### src/design/hmac_sha1_engine_top_macros.svh
// Assertion macros shared by the HMAC-SHA1 engine modules.
// Each use needs clk and rst_n in scope.
`ifndef HMAC_SHA1_ENGINE_TOP_MACROS_SVH
`define HMAC_SHA1_ENGINE_TOP_MACROS_SVH

// Same-cycle implication.
`define HSE_ASSERT_IMP(lbl, ante, cons, msg) \
    lbl: assert property (@(posedge clk) disable iff (!rst_n) (ante) |-> (cons)) \
        else $error(msg);

// Next-cycle implication.
`define HSE_ASSERT_NXT(lbl, ante, cons, msg) \
    lbl: assert property (@(posedge clk) disable iff (!rst_n) (ante) |=> (cons)) \
        else $error(msg);

`endif

### src/design/hse_pkg.sv
// Shared types, constants and codes for the HMAC-SHA1 engine.
// No dependencies.
package hse_pkg;

    localparam int LCB_DEFAULT = 32;
    localparam logic [7:0] IPAD_BYTE = 8'h36;
    localparam logic [7:0] OPAD_BYTE = 8'h5C;
    localparam logic [31:0] OUTER_LEN_BITS = 32'd672;   // (64 + 20) * 8
    localparam logic [31:0] PAD_MARK = 32'h8000_0000;
    localparam logic [6:0] LAST_ROUND = 7'd79;
    localparam logic [2:0] LAST_INDEX = 3'd4;
    localparam logic [6:0] KEY_BYTES = 7'd64;
    localparam logic [5:0] LEN_LIMIT = 6'd56;
    localparam logic [5:0] BLOCK_END = 6'd63;

    localparam logic [4:0][31:0] SHA1_IV = {
        32'hC3D2E1F0, 32'h10325476, 32'h98BADCFE, 32'hEFCDAB89, 32'h67452301
    };

    typedef logic [31:0] word_t;

    typedef enum logic [1:0] {
        CMD_KEY    = 2'd0,
        CMD_MSG    = 2'd1,
        CMD_FINAL  = 2'd2,
        CMD_FINISH = 2'd3
    } cmd_t;

    typedef enum logic [1:0] {
        C_IDLE,
        C_PREF,
        C_ROUND,
        C_ADD
    } core_state_t;

    typedef enum logic [3:0] {
        S_IDLE,
        S_KEYI,
        S_MSG,
        S_BLK,
        S_PAD,
        S_LEN,
        S_KEYO,
        S_OUTER,
        S_OUT
    } top_state_t;

    typedef struct packed {
        logic start;
        logic use_iv;
    } core_ctl_t;

    typedef struct packed {
        logic       busy;
        logic       done;
        logic [6:0] round;
        logic [3:0] rd_addr;
    } core_stat_t;

endpackage

### src/design/hse_if.sv
// Valid/ready channel interfaces for the HMAC-SHA1 engine.
// Depends on nothing but plain logic types.
interface hse_cmd_if;
    logic       valid;
    logic       ready;
    logic [1:0] cmd;
    logic [7:0] data_byte;
    modport source (output valid, cmd, data_byte, input ready);
    modport sink (input valid, cmd, data_byte, output ready);
endinterface

interface hse_digest_if;
    logic        valid;
    logic        ready;
    logic [31:0] digest_word;
    logic [2:0]  word_index;
    logic        last_word;
    modport source (output valid, digest_word, word_index, last_word, input ready);
    modport sink (input valid, digest_word, word_index, last_word, output ready);
endinterface

### src/design/hse_key_store.sv
// Key memory: 16 x 32-bit words, byte assembly and per-word valid bits.
// Depends on hse_pkg.
module hse_key_store (
    input  logic               clk,
    input  logic               rst_n,
    input  logic               wr_en,
    input  logic               restart,
    input  logic [7:0]         data_byte,
    input  logic [3:0]         rd_addr,
    output hse_pkg::word_t     rd_word
);

    hse_pkg::word_t mem [16];
    hse_pkg::word_t asm_reg, asm_next;
    hse_pkg::word_t rd_data_reg;
    logic           rd_valid_reg;
    logic [6:0]     count_reg, count_next, cnt;
    logic [15:0]    valid_reg, valid_next;
    logic           do_wr;

    always_comb
    begin
        cnt        = restart ? 7'd0 : count_reg;
        valid_next = restart ? 16'd0 : valid_reg;
        count_next = cnt;
        do_wr      = wr_en && (cnt < hse_pkg::KEY_BYTES);
        asm_next   = ((cnt[1:0] == 2'd0) ? 32'd0 : asm_reg)
                   | ({data_byte, 24'd0} >> {cnt[1:0], 3'b000});
        if (do_wr)
        begin
            valid_next[cnt[5:2]] = 1'b1;
            count_next = cnt + 7'd1;
        end
    end

    always_ff @(posedge clk or negedge rst_n)
    begin
        if (!rst_n)
        begin
            count_reg <= '0;
            valid_reg <= '0;
        end
        else if (wr_en)
        begin
            count_reg <= count_next;
            valid_reg <= valid_next;
        end
    end

    always_ff @(posedge clk)
    begin
        if (do_wr)
        begin
            mem[cnt[5:2]] <= asm_next;
            asm_reg       <= asm_next;
        end
        rd_data_reg  <= mem[rd_addr];
        rd_valid_reg <= valid_reg[rd_addr];
    end

    // never-written words of the key read as zero padding
    assign rd_word = rd_valid_reg ? rd_data_reg : 32'd0;

endmodule

### src/design/hse_block_store.sv
// Message block memory: 16 x 32-bit words with byte assembly.
// Depends on hse_pkg.
module hse_block_store (
    input  logic           clk,
    input  logic           wr_en,
    input  logic [5:0]     pos,
    input  logic [7:0]     data_byte,
    input  logic [3:0]     rd_addr,
    output hse_pkg::word_t rd_word
);

    hse_pkg::word_t mem [16];
    hse_pkg::word_t asm_reg, asm_next;
    hse_pkg::word_t rd_data_reg;

    assign asm_next = ((pos[1:0] == 2'd0) ? 32'd0 : asm_reg)
                    | ({data_byte, 24'd0} >> {pos[1:0], 3'b000});

    always_ff @(posedge clk)
    begin
        if (wr_en)
        begin
            mem[pos[5:2]] <= asm_next;
            asm_reg       <= asm_next;
        end
        rd_data_reg <= mem[rd_addr];
    end

    assign rd_word = rd_data_reg;

endmodule

### src/design/hse_sha1_core.sv
// SHA-1 compression unit: one round per cycle, 16-word schedule line.
// Depends on hse_pkg and the assertion macro header.
`include "hmac_sha1_engine_top_macros.svh"
module hse_sha1_core (
    input  logic                  clk,
    input  logic                  rst_n,
    input  hse_pkg::core_ctl_t    ctl,
    input  hse_pkg::word_t        word_in,
    output hse_pkg::core_stat_t   stat,
    output logic [4:0][31:0]      chain
);

    hse_pkg::core_state_t state_reg, state_next;
    logic [6:0]       t_reg, t_next;
    hse_pkg::word_t   a_reg, b_reg, c_reg, d_reg, e_reg;
    hse_pkg::word_t   sched_reg [16];
    logic [4:0][31:0] chain_reg;
    hse_pkg::word_t   wt, mix, f, k, tmp;

    always_comb
    begin
        mix = sched_reg[13] ^ sched_reg[8] ^ sched_reg[2] ^ sched_reg[0];
        wt  = (t_reg < 7'd16) ? word_in : {mix[30:0], mix[31]};
        if (t_reg < 7'd20)
        begin
            f = (b_reg & c_reg) | (~b_reg & d_reg);
            k = 32'h5A827999;
        end
        else if (t_reg < 7'd40)
        begin
            f = b_reg ^ c_reg ^ d_reg;
            k = 32'h6ED9EBA1;
        end
        else if (t_reg < 7'd60)
        begin
            f = (b_reg & c_reg) | (b_reg & d_reg) | (c_reg & d_reg);
            k = 32'h8F1BBCDC;
        end
        else
        begin
            f = b_reg ^ c_reg ^ d_reg;
            k = 32'hCA62C1D6;
        end
        tmp = {a_reg[26:0], a_reg[31:27]} + f + e_reg + k + wt;
    end

    always_comb
    begin
        state_next = state_reg;
        t_next     = t_reg;
        unique case (state_reg)
            hse_pkg::C_IDLE:
                if (ctl.start)
                    state_next = hse_pkg::C_PREF;
            hse_pkg::C_PREF:
            begin
                t_next     = 7'd0;
                state_next = hse_pkg::C_ROUND;
            end
            hse_pkg::C_ROUND:
            begin
                t_next = t_reg + 7'd1;
                if (t_reg == hse_pkg::LAST_ROUND)
                    state_next = hse_pkg::C_ADD;
            end
            hse_pkg::C_ADD:
                state_next = hse_pkg::C_IDLE;
            default:
                state_next = hse_pkg::C_IDLE;
        endcase
    end

    always_ff @(posedge clk or negedge rst_n)
    begin
        if (!rst_n)
        begin
            state_reg <= hse_pkg::C_IDLE;
            t_reg     <= '0;
            chain_reg <= hse_pkg::SHA1_IV;
        end
        else
        begin
            state_reg <= state_next;
            t_reg     <= t_next;
            if (state_reg == hse_pkg::C_IDLE && ctl.start && ctl.use_iv)
                chain_reg <= hse_pkg::SHA1_IV;
            else if (state_reg == hse_pkg::C_ADD)
            begin
                chain_reg[0] <= chain_reg[0] + a_reg;
                chain_reg[1] <= chain_reg[1] + b_reg;
                chain_reg[2] <= chain_reg[2] + c_reg;
                chain_reg[3] <= chain_reg[3] + d_reg;
                chain_reg[4] <= chain_reg[4] + e_reg;
            end
        end
    end

    always_ff @(posedge clk)
    begin
        if (state_reg == hse_pkg::C_IDLE && ctl.start)
        begin
            a_reg <= ctl.use_iv ? hse_pkg::SHA1_IV[0] : chain_reg[0];
            b_reg <= ctl.use_iv ? hse_pkg::SHA1_IV[1] : chain_reg[1];
            c_reg <= ctl.use_iv ? hse_pkg::SHA1_IV[2] : chain_reg[2];
            d_reg <= ctl.use_iv ? hse_pkg::SHA1_IV[3] : chain_reg[3];
            e_reg <= ctl.use_iv ? hse_pkg::SHA1_IV[4] : chain_reg[4];
        end
        else if (state_reg == hse_pkg::C_ROUND)
        begin
            a_reg <= tmp;
            b_reg <= a_reg;
            c_reg <= {b_reg[1:0], b_reg[31:2]};
            d_reg <= c_reg;
            e_reg <= d_reg;
            for (int i = 0; i < 15; i++)
                sched_reg[i] <= sched_reg[i + 1];
            sched_reg[15] <= wt;
        end
    end

    // memory read is issued one round ahead
    assign stat.busy    = (state_reg != hse_pkg::C_IDLE);
    assign stat.done    = (state_reg == hse_pkg::C_ADD);
    assign stat.round   = t_reg;
    assign stat.rd_addr = (state_reg == hse_pkg::C_PREF) ? 4'd0 : (t_reg[3:0] + 4'd1);
    assign chain        = chain_reg;

    `HSE_ASSERT_IMP(a_start_when_idle, ctl.start, state_reg == hse_pkg::C_IDLE,
        "core started while busy")
    `HSE_ASSERT_NXT(a_last_round_adds,
        state_reg == hse_pkg::C_ROUND && t_reg == hse_pkg::LAST_ROUND,
        state_reg == hse_pkg::C_ADD, "round 79 not followed by chain add")
    `HSE_ASSERT_IMP(a_round_range, state_reg == hse_pkg::C_ROUND,
        t_reg <= hse_pkg::LAST_ROUND, "round counter out of range")

endmodule

### src/design/hmac_sha1_engine_top.sv
// Key byte: accepted in idle and stored. Message byte: accepted, then written to the block store; each
// 64th byte also runs a compression (SHA-1 core, one round per cycle, 80 rounds plus prefetch, add and
// launch). Open of a message runs the ipad key compression first. Finish: 3 or 4 compressions, then
// 5 digest words, one per cycle while the receiver is ready. The input is not ready while a byte or a
// compression is in progress, so a new byte is taken only after the last one is through.
// Reset (async, active low) clears control, key valid bits and count; chain returns to IV.
`include "hmac_sha1_engine_top_macros.svh"
module hmac_sha1_engine_top #(
    parameter int LENGTH_COUNTER_BITS = hse_pkg::LCB_DEFAULT
) (
    input logic         clk,
    input logic         rst_n,
    hse_cmd_if.sink     cmd_ch,
    hse_digest_if.source digest_ch
);

    hse_pkg::top_state_t state_reg, state_next;
    logic [LENGTH_COUNTER_BITS-1:0] bc_reg;
    logic [1:0]       cmd_reg;
    logic [7:0]       byte_reg;
    logic             phase_reg, loading_reg, launched_reg;
    logic [4:0][31:0] idig_reg;
    logic [2:0]       idx_reg;
    logic             out_valid_reg, out_last_reg;
    hse_pkg::word_t   out_word_reg;
    logic [2:0]       out_index_reg;

    hse_pkg::core_ctl_t  core_ctl;
    hse_pkg::core_stat_t core_stat;
    logic [4:0][31:0]    chain;
    hse_pkg::word_t      word_in, key_word, blk_word;
    logic                in_acc, key_wr, blk_wr, compute, out_load;
    logic [5:0]          pos;
    logic [3:0]          j;
    logic [63:0]         len64;
    hse_pkg::word_t      keep, mark;

    assign in_acc = cmd_ch.valid && cmd_ch.ready;
    assign cmd_ch.ready = (state_reg == hse_pkg::S_IDLE);
    assign key_wr = in_acc && (cmd_ch.cmd == hse_pkg::CMD_KEY);
    assign pos = bc_reg[5:0];
    assign blk_wr = (state_reg == hse_pkg::S_MSG) && (cmd_reg != hse_pkg::CMD_FINISH);
    assign j = core_stat.round[3:0];
    assign len64 = (64'(bc_reg) + 64'd64) << 3;
    assign out_load = (state_reg == hse_pkg::S_OUT) && (!out_valid_reg || digest_ch.ready);

    assign compute = (state_reg == hse_pkg::S_KEYI) || (state_reg == hse_pkg::S_BLK)
                  || (state_reg == hse_pkg::S_PAD)  || (state_reg == hse_pkg::S_LEN)
                  || (state_reg == hse_pkg::S_KEYO) || (state_reg == hse_pkg::S_OUTER);
    assign core_ctl.start  = compute && !launched_reg;
    assign core_ctl.use_iv = (state_reg == hse_pkg::S_KEYI) || (state_reg == hse_pkg::S_KEYO);

    hse_key_store u_key (
        .clk       (clk),
        .rst_n     (rst_n),
        .wr_en     (key_wr),
        .restart   (!loading_reg),
        .data_byte (cmd_ch.data_byte),
        .rd_addr   (core_stat.rd_addr),
        .rd_word   (key_word)
    );

    hse_block_store u_blk (
        .clk       (clk),
        .wr_en     (blk_wr),
        .pos       (pos),
        .data_byte (byte_reg),
        .rd_addr   (core_stat.rd_addr),
        .rd_word   (blk_word)
    );

    hse_sha1_core u_core (
        .clk     (clk),
        .rst_n   (rst_n),
        .ctl     (core_ctl),
        .word_in (word_in),
        .stat    (core_stat),
        .chain   (chain)
    );

    // word selection for the round unit: padded key, block, padding, length and outer-hash words
    always_comb
    begin
        unique case (pos[1:0])
            2'd0: keep = 32'h0000_0000;
            2'd1: keep = 32'hFF00_0000;
            2'd2: keep = 32'hFFFF_0000;
            2'd3: keep = 32'hFFFF_FF00;
            default: keep = 32'h0000_0000;
        endcase
        mark = hse_pkg::PAD_MARK >> {pos[1:0], 3'b000};
        word_in = 32'd0;
        case (state_reg)
            hse_pkg::S_KEYI:
                word_in = key_word ^ {4{hse_pkg::IPAD_BYTE}};
            hse_pkg::S_KEYO:
                word_in = key_word ^ {4{hse_pkg::OPAD_BYTE}};
            hse_pkg::S_BLK:
                word_in = blk_word;
            hse_pkg::S_PAD:
            begin
                if (j < pos[5:2])
                    word_in = blk_word;
                else if (j == pos[5:2])
                    word_in = (blk_word & keep) | mark;
                else if (pos < hse_pkg::LEN_LIMIT && j == 4'd14)
                    word_in = len64[63:32];
                else if (pos < hse_pkg::LEN_LIMIT && j == 4'd15)
                    word_in = len64[31:0];
            end
            hse_pkg::S_LEN:
            begin
                if (j == 4'd14)
                    word_in = len64[63:32];
                else if (j == 4'd15)
                    word_in = len64[31:0];
            end
            hse_pkg::S_OUTER:
            begin
                if (j < 4'd5)
                    word_in = idig_reg[j[2:0]];
                else if (j == 4'd5)
                    word_in = hse_pkg::PAD_MARK;
                else if (j == 4'd15)
                    word_in = hse_pkg::OUTER_LEN_BITS;
            end
            default:
                word_in = 32'd0;
        endcase
    end

    always_comb
    begin
        state_next = state_reg;
        unique case (state_reg)
            hse_pkg::S_IDLE:
                if (in_acc && cmd_ch.cmd != hse_pkg::CMD_KEY)
                    state_next = phase_reg ? hse_pkg::S_MSG : hse_pkg::S_KEYI;
            hse_pkg::S_KEYI:
                if (core_stat.done)
                    state_next = hse_pkg::S_MSG;
            hse_pkg::S_MSG:
                if (cmd_reg == hse_pkg::CMD_FINISH)
                    state_next = hse_pkg::S_PAD;
                else if (pos == hse_pkg::BLOCK_END)
                    state_next = hse_pkg::S_BLK;
                else if (cmd_reg == hse_pkg::CMD_FINAL)
                    state_next = hse_pkg::S_PAD;
                else
                    state_next = hse_pkg::S_IDLE;
            hse_pkg::S_BLK:
                if (core_stat.done)
                    state_next = (cmd_reg == hse_pkg::CMD_FINAL) ? hse_pkg::S_PAD
                                                                 : hse_pkg::S_IDLE;
            hse_pkg::S_PAD:
                if (core_stat.done)
                    state_next = (pos >= hse_pkg::LEN_LIMIT) ? hse_pkg::S_LEN
                                                             : hse_pkg::S_KEYO;
            hse_pkg::S_LEN:
                if (core_stat.done)
                    state_next = hse_pkg::S_KEYO;
            hse_pkg::S_KEYO:
                if (core_stat.done)
                    state_next = hse_pkg::S_OUTER;
            hse_pkg::S_OUTER:
                if (core_stat.done)
                    state_next = hse_pkg::S_OUT;
            hse_pkg::S_OUT:
                if (out_load && idx_reg == hse_pkg::LAST_INDEX)
                    state_next = hse_pkg::S_IDLE;
            default:
                state_next = hse_pkg::S_IDLE;
        endcase
    end

    always_ff @(posedge clk or negedge rst_n)
    begin
        if (!rst_n)
        begin
            state_reg     <= hse_pkg::S_IDLE;
            bc_reg        <= '0;
            phase_reg     <= 1'b0;
            loading_reg   <= 1'b0;
            launched_reg  <= 1'b0;
            idx_reg       <= '0;
            out_valid_reg <= 1'b0;
            idig_reg      <= '0;
        end
        else
        begin
            state_reg <= state_next;
            if (core_stat.done)
                launched_reg <= 1'b0;
            else if (core_ctl.start)
                launched_reg <= 1'b1;

            if (key_wr && !loading_reg)
            begin
                loading_reg <= 1'b1;
                phase_reg   <= 1'b0;
            end
            if (state_reg == hse_pkg::S_KEYI && core_stat.done)
            begin
                phase_reg   <= 1'b1;
                loading_reg <= 1'b0;
                bc_reg      <= '0;
            end
            if (blk_wr)
                bc_reg <= bc_reg + 1'b1;
            // chain holds the inner digest when the outer hash launches
            if (state_reg == hse_pkg::S_KEYO && core_ctl.start)
                idig_reg <= chain;
            if (state_reg == hse_pkg::S_OUTER && core_stat.done)
            begin
                phase_reg   <= 1'b0;
                loading_reg <= 1'b0;
                idx_reg     <= '0;
            end
            if (out_load)
            begin
                out_valid_reg <= 1'b1;
                idx_reg       <= idx_reg + 3'd1;
            end
            else if (digest_ch.ready)
                out_valid_reg <= 1'b0;
        end
    end

    always_ff @(posedge clk)
    begin
        if (in_acc)
        begin
            cmd_reg  <= cmd_ch.cmd;
            byte_reg <= cmd_ch.data_byte;
        end
        if (out_load)
        begin
            out_word_reg  <= chain[idx_reg];
            out_index_reg <= idx_reg;
            out_last_reg  <= (idx_reg == hse_pkg::LAST_INDEX);
        end
    end

    assign digest_ch.valid       = out_valid_reg;
    assign digest_ch.digest_word = out_word_reg;
    assign digest_ch.word_index  = out_index_reg;
    assign digest_ch.last_word   = out_last_reg;

    `HSE_ASSERT_IMP(a_last_is_four, digest_ch.valid && digest_ch.last_word,
        digest_ch.word_index == hse_pkg::LAST_INDEX, "last word not at index four")
    `HSE_ASSERT_IMP(a_no_launch_busy, core_ctl.start, !core_stat.busy,
        "compression launched while core busy")
    `HSE_ASSERT_IMP(a_done_in_compute, core_stat.done, compute,
        "core finished outside a compression state")

endmodule

### src/flat_wrapper.sv
// flat-port wrapper written by rule: the top's interface ports become plain ports
module hmac_sha1_engine_top_flat 
#(
    parameter int LENGTH_COUNTER_BITS = hse_pkg::LCB_DEFAULT
)
  (clk, rst_n, cmd_ch_valid, cmd_ch_cmd, cmd_ch_data_byte, cmd_ch_ready, digest_ch_valid, digest_ch_digest_word, digest_ch_word_index, digest_ch_last_word, digest_ch_ready);
  hse_cmd_if cmd_ch_i ();
  hse_digest_if digest_ch_i ();
  input logic clk;
  input logic rst_n;
  input wire logic [$bits(cmd_ch_i.valid)-1:0] cmd_ch_valid;
  input wire logic [$bits(cmd_ch_i.cmd)-1:0] cmd_ch_cmd;
  input wire logic [$bits(cmd_ch_i.data_byte)-1:0] cmd_ch_data_byte;
  output wire logic [$bits(cmd_ch_i.ready)-1:0] cmd_ch_ready;
  output wire logic [$bits(digest_ch_i.valid)-1:0] digest_ch_valid;
  output wire logic [$bits(digest_ch_i.digest_word)-1:0] digest_ch_digest_word;
  output wire logic [$bits(digest_ch_i.word_index)-1:0] digest_ch_word_index;
  output wire logic [$bits(digest_ch_i.last_word)-1:0] digest_ch_last_word;
  input wire logic [$bits(digest_ch_i.ready)-1:0] digest_ch_ready;
  assign cmd_ch_i.valid = cmd_ch_valid;
  assign cmd_ch_i.cmd = cmd_ch_cmd;
  assign cmd_ch_i.data_byte = cmd_ch_data_byte;
  assign cmd_ch_ready = cmd_ch_i.ready;
  assign digest_ch_valid = digest_ch_i.valid;
  assign digest_ch_digest_word = digest_ch_i.digest_word;
  assign digest_ch_word_index = digest_ch_i.word_index;
  assign digest_ch_last_word = digest_ch_i.last_word;
  assign digest_ch_i.ready = digest_ch_ready;
  hmac_sha1_engine_top #(.LENGTH_COUNTER_BITS(LENGTH_COUNTER_BITS)) u_core (.clk(clk), .rst_n(rst_n), .cmd_ch(cmd_ch_i), .digest_ch(digest_ch_i));
endmodule
### config.mk
export PLATFORM = sky130hd
export DESIGN_NAME = hmac_sha1_engine_top_flat
export DESIGN_NICKNAME = d
export VERILOG_FILES = /design/src/design/hse_pkg.sv /design/src/design/hse_if.sv /design/src/design/hse_key_store.sv /design/src/design/hse_block_store.sv /design/src/design/hse_sha1_core.sv /design/src/design/hmac_sha1_engine_top.sv /design/src/flat_wrapper.sv
export VERILOG_INCLUDE_DIRS = /design/src /design/src/design
export SDC_FILE = /design/constraint.sdc
export NUM_CORES = 2
export LEC_CHECK = 0
export BUFFER_PORTS_ARGS = -buffer_cell sky130_fd_sc_hd__buf_2
export CAP_MARGIN = 20
export CORE_ASPECT_RATIO = 1.1
export CORE_UTILIZATION = 30
export CTS_CLUSTER_DIAMETER = 60
export DETAILED_ROUTE_END_ITERATION = 6
export PLACE_DENSITY = 0.53
export SYNTH_ARGS = -nofsm -noshare
export SYNTH_HDL_FRONTEND = slang
export SYNTH_SLANG_ARGS = --single-unit
### constraint.sdc
create_clock -name clk -period 17.25 [get_ports clk]
set_clock_uncertainty 0.1 [all_clocks]
set_input_delay 1.725 -clock clk [delete_from_list [all_inputs] [get_ports clk]]
set_output_delay 1.725 -clock clk [all_outputs]
set_load 0.005 [all_outputs]
* After elaboration in Yosys (flattened, before gate mapping)
Memory sizes are Yosys's and may differ from the RTL's. A register that Yosys moved wholly into a read port is not among the register bits.
Index checks and enable logic that the tools add are counted.
** Storage, ports and cells
- Memories :: 3
- Memory bits (writable) :: 1536
- Word-level logic and storage cells :: 256
- Input bits :: 14
- Register bits after elaboration :: 666
- Output and inout bits :: 38
** Memory list
- u_core.u_blk.mem :: depth 16, bits a word 32, read ports 1, clocked after memory_dff 1, wr ports 1, line hse_block_store.sv:12 : hse_pkg::word_t mem [16];
- u_core.u_core.sched_reg :: depth 16, bits a word 32, read ports 16, clocked after memory_dff 0, wr ports 16, line hse_sha1_core.sv:16 : hse_pkg::word_t sched_reg [16];
- u_core.u_key.mem :: depth 16, bits a word 32, read ports 1, clocked after memory_dff 1, wr ports 1, line hse_key_store.sv:13 : hse_pkg::word_t mem [16];
** Cells by class
- Add/subtract/negate cells :: 15
- Magnitude comparators :: 14
- Reduce and logical (&&, ||, !) cells :: 43
- Muxes and demuxes :: 90
- Bitwise logic cells :: 20
- Shift operators :: 3
- Equal/unequal tests :: 34
** Operators by type and width (count)
- $mux W32 :: 36
- $mux W160 :: 2
- $add A32 B32 Y32 :: 9
- $bmux W32 S3 :: 2
- $or A32 B32 Y32 :: 6
- $pmux W32 S6 :: 1
- $and A32 B32 Y32 :: 5
- $xor A32 B32 Y32 :: 5
- $pmux W32 S4 :: 1
- $shr A32 B5 Y32 :: 2
- $mux W4 :: 11
- $pmux W4 S9 :: 1
- $add A32 B7 Y33 const B :: 1
- $add A32 B1 Y32 const B :: 1
- $mux W16 :: 2
- $not A16 Y16 :: 2
- $not A32 Y32 :: 1
- $shr A32 B5 Y32 const A :: 1
- $mux W31 :: 1
- $eq A4 B3 Y1 const B :: 5
- $mux W1 :: 19
- $logic_and A1 B1 Y1 :: 17
- $or A16 B16 Y16 :: 1
- $reduce_bool A2 Y1 :: 8
- 39 further kinds :: 79

* Logic depth before layout (Yosys ltp)
- Word-level depth :: 12
- Gate-level depth with buffers :: 34
- Depth with buffers taken out :: 31

* Modules after synthesis
From an unflattened synthesis, not the netlist that was laid out.
** Unflattened totals
- Cell total of the unflattened synthesis :: 6897
- Area, all modules :: 100983.1 um^2
** By module, submodules not included
- hse_sha1_core :: instances 1, sequential area each 24508.5 um^2, area an instance 43565.5 um^2, cells each 3652
- hse_key_store :: instances 1, sequential area each 17571.9 um^2, area an instance 22700.5 um^2, cells each 1080
- hse_block_store :: instances 1, sequential area each 16976.3 um^2, area an instance 21187.8 um^2, cells each 942
- hmac_sha1_engine_top :: instances 1, sequential area each 6461.2 um^2, area an instance 13529.2 um^2, cells each 1223

* Worst setup path after synthesis
No wires, ideal clock.
- Kind :: reg-to-reg
- Start :: register u_core.u_core.state_reg[0]
- End :: register u_core.u_core.a_reg[0], enable pin
- Buffers on the path :: 0
- Arrival :: 18.230 ns
- Path slack :: -1.605 ns
- Period minus slack after synthesis :: 18.855 ns
- Cell stages (with the launch flop) :: 5
- Required time :: 16.624 ns
- Setup time :: 0.526 ns
- Path through :: dfrtp_1 -> inv_1 -> ha_1 -> inv_1 -> nand2_1
** On the way
- Cells in the longest elaborated chain, start to end :: 3
- Elaborated cells on any way between the ends :: 4
- Those cells by class :: 1 x eq/ne; 3 x reduce/logical
** Ends and longest elaborated chain
- from (decl) :: line hse_sha1_core.sv:13 : hse_pkg::core_state_t state_reg, state_next;
- from (signal assigned) :: line hse_sha1_core.sv:77 : state_reg <= hse_pkg::C_IDLE;
- from (signal assigned) :: line hse_sha1_core.sv:83 : state_reg <= state_next;
- $logic_not A2 Y1 :: line hse_sha1_core.sv:100 : if (state_reg == hse_pkg::C_IDLE && ctl.start)
- $logic_and A1 B1 Y1 :: line hse_sha1_core.sv:100
- $reduce_bool A2 Y1 (no line) *
- to (signal assigned) :: line hse_sha1_core.sv:102 : a_reg <= ctl.use_iv ? hse_pkg::SHA1_IV[0] : chain_reg[0];
- to (signal assigned) :: line hse_sha1_core.sv:110 : a_reg <= tmp;
- to (decl) :: line hse_sha1_core.sv:15 : hse_pkg::word_t a_reg, b_reg, c_reg, d_reg, e_reg;
Mark *: on every way between the ends. The rest lies on a longest branch, timed or not.
A chain may end at the register's enable or synchronous reset.

* Final worst setup path
- Start :: register u_core.u_core.t_reg[0]
- End :: register u_core.u_core.a_reg[30], data pin
** On the way
- Cells in the longest elaborated chain, start to end :: 11
- Elaborated cells on any way between the ends :: 37
- Those cells by class :: 4 x add/sub; 6 x order compare; 4 x eq/ne; 21 x mux; 2 x reduce/logical
** Ends and longest elaborated chain
- from (decl) :: line hse_sha1_core.sv:14 : logic [6:0] t_reg, t_next;
- from (signal assigned) :: line hse_sha1_core.sv:84 : t_reg <= t_next;
- branches (longest 8 deep; another with $add A32 B32 Y32)
- $add A32 B32 Y32 * :: line hse_sha1_core.sv:44 : tmp = {a_reg[26:0], a_reg[31:27]} + f + e_reg + k + wt;
- $mux W32 * :: line hse_sha1_core.sv:108 : else if (state_reg == hse_pkg::C_ROUND)
- $mux W32 * :: line hse_sha1_core.sv:100
Every way passes the cells marked *. The select of a mux whose other input is x is not followed.

==> run metrics <==
M2 GR Usage=0.291; wire per inst=around 26 um; status=finished clean; DP Area=0.107 mm2; Setup crit end kind=register; met1 GRT Util=0.239; library cells used by synthesis=95; Rel. slew slack=0.202; most frequent cells in the layout=edfxtp_1 (1806), nand2_1 (655), mux2i_1 (350); CORE AREA=~0.34 mm2; CP Max Fanout=27; final worst path period share=0.494; syn_nets=between 7000 and 8000; Layout area overhead=15.1%; Worst Max-Slew Pin Slew=1180 ps; sequential fraction of the synthesis area=0.648; worst min-delay path class=register to register; ys flop type=edfxtp_1; H-tree levels=5; WS Path Type=register to register; final WL=309000 um; site row count=223; Num CTS Buffers=about 270; vias in the first global route=62300; DRC viols=0; fill count=around 32000; grt peak-use layer=met2; Top-Level Pins=52; #FFs+latches synth=about 2300; critical path arrival=9050 ps; initial DRC count=around 5700; TritonCTS clock tree=done; drt pass-1 iters=5; R2R Setup Slk=~8700 ps; Worst Setup Start Kind=register; final net count=between 7000 and 8000; YS warnings=0; Mapped Avg Cell Area=~14 um2; EDFF count, synth=~1800; Initial Util=0.302; Die W=556 um; post-CTS setup repair buffer count=0; Post-CTS Hold Buffers=0; GR Util All Layers=0.179; Post-Synthesis Cell Area=~0.10 mm2; vias per inst=5.17; via count=62600; Resized cells post-CTS=0; Max Freq=117 MHz; Max clock buf depth=4; max-slew violations=0; RD Place Congestion=approximately 0.94; Crit path required time=~18000 ps; Post-Route Setup TNS=0 ps; share of cells above drive strength 1=0.145; Overflow after GRT=0; clock sinks=2266; commonest non-fill, non-tap cell in the layout=edfxtp_1; met3 Usage GRT=0.0257; first-pass GRT wire length=approximately 450000 um; initial antenna violation count=22; Die H=around 600 um; ANT nets after route=0; clock root buffer master=clkbuf_16; Port Buffer Count=slightly above 50; post-detail-place hpwl=between 150000 and 200000 um; Syn Inst Count=roughly 7200; FFs w/ async S/R, synth=0.174; RSZ-0062 raised after global routing=no; clock slew at reported path FFs=~60 ps; Period minus WS final=8530 ps; largest net degree at the start of global routing=roughly 230; final hold vios=0; Max-Cap Viols=0; Setup-failing EPs final=0; Clk Latency, worst-skew pair=900 ps; Final Cell Area=~0.12 mm2; DIE AREA=0.339 mm2
-- cell families after synthesis --
logic type / share of synthesized area
DFF: 0.648
adders and majority gates: 0.0514
xor gates and xnor gates: 0.0231
buffers and inverters: 0.0259
and+or+nand+nor: 0.0643
AOI/OAI and AO/OA: 0.106
muxes: 0.0814
-- synth_stat cells, types with 31 or more instances --
library cell,instances,share of area
nand2_1,660,0.025
dfrtp_1,315,0.078
buf_1,41,0.0015
a311oi_1,65,0.0056
a21o_1,122,0.0091
o21ai_1,31,0.0015
dfstp_2,80,0.021
xnor2_1,195,0.017
clkbuf_1,293,0.011
a211oi_1,221,0.016
inv_1,314,0.012
ha_1,215,0.027
mux4_2,128,0.029
mux2i_1,350,0.035
a22o_1,53,0.0046
a22oi_1,36,0.0027
mux2_2,163,0.018
o21ai_0,302,0.015
o22a_1,76,0.0066
nor3_1,63,0.0031
a21oi_1,317,0.016
fa_1,125,0.025
xor2_1,72,0.0062
nor2_1,301,0.011
dfxtp_1,65,0.013
nand3_1,76,0.0038
o21a_1,35,0.0026
nor2b_1,159,0.0098
a31oi_1,104,0.0064
nand2b_1,46,0.0028
edfxtp_1,1806,0.54
o221ai_1,31,0.0027
-- area by class of cell --
class	count	area, um2	share of cell area
flip-flops and latches	2266	65500	0.563
multi-input cells	4284	33400	0.287
clock buffers	360	7360	0.0632
well taps	4500	5630	0.0484
repair buffers	232	1730	0.0149
clock inverters	133	1570	0.0135
inverters	317	1190	0.0102
diodes	8	20.0	0.000172
-- layer usage --
| metal | vias to the layer above | wire length (um) |
|---|---|---|
| met4 | 8 | 14200 |
| met2 | 2058 | 145000 |
| met5 | - | 54 |
| li1 | 27600 | - |
| met3 | 534 | 17300 |
| met1 | 32400 | 132000 |
-- metrics by stage --
step	hold WS, ps	worst slack, ps	utilization	std cells
after floorplan	300	5050	-	7232
after global placement	301	8890	0.320	11600
after detailed placement	305	8830	0.320	11600
after CTS	299	8840	0.347	12100
after global routing	316	8320	0.347	12100
final	299	8720	0.347	12100
-- path summary, 6_finish.rpt --
path,endpoint,cells past startpoint,startpoint
worst max-delay path,u_core.u_core.a_reg[30],27,u_core.u_core.t_reg[0]
worst min-delay path,u_core.u_core.sched_reg[0][157],0,u_core.u_core.sched_reg[0][189]
worst max register to register,u_core.u_core.a_reg[30],27,u_core.u_core.t_reg[0]
worst min register to register,u_core.u_core.sched_reg[0][157],0,u_core.u_core.sched_reg[0][189]
max in group asynchronous,u_core.u_core.t_reg[1],4,rst_n
min in group asynchronous,u_core.u_core.chain[72],1,rst_n
-- worst max-delay path, stage by stage (launching register included) --
cell and delay [ps]:
dfrtp_4 850, inv_1 430, ha_1 320, nor2b_1 100, o21ai_0 90, nand2b_1 100
a21o_1 160, nand2_1 110, o21ai_2 430, buf_4 340, a221oi_1 150, o31a_1 180
o22a_1 240, fa_1 530, fa_1 450, fa_1 520, inv_1 40, ha_1 310
a21o_1 200, a2111oi_2 100, nor4_1 570, nor3_1 190, nor3_1 530, o221ai_2 260
o21ai_1 440, a221o_1 280, xnor2_1 130, a21oi_1 80
Power is not shown: default switching activity piles up to over one toggle a cycle in this logic, so the estimate is an artifact.
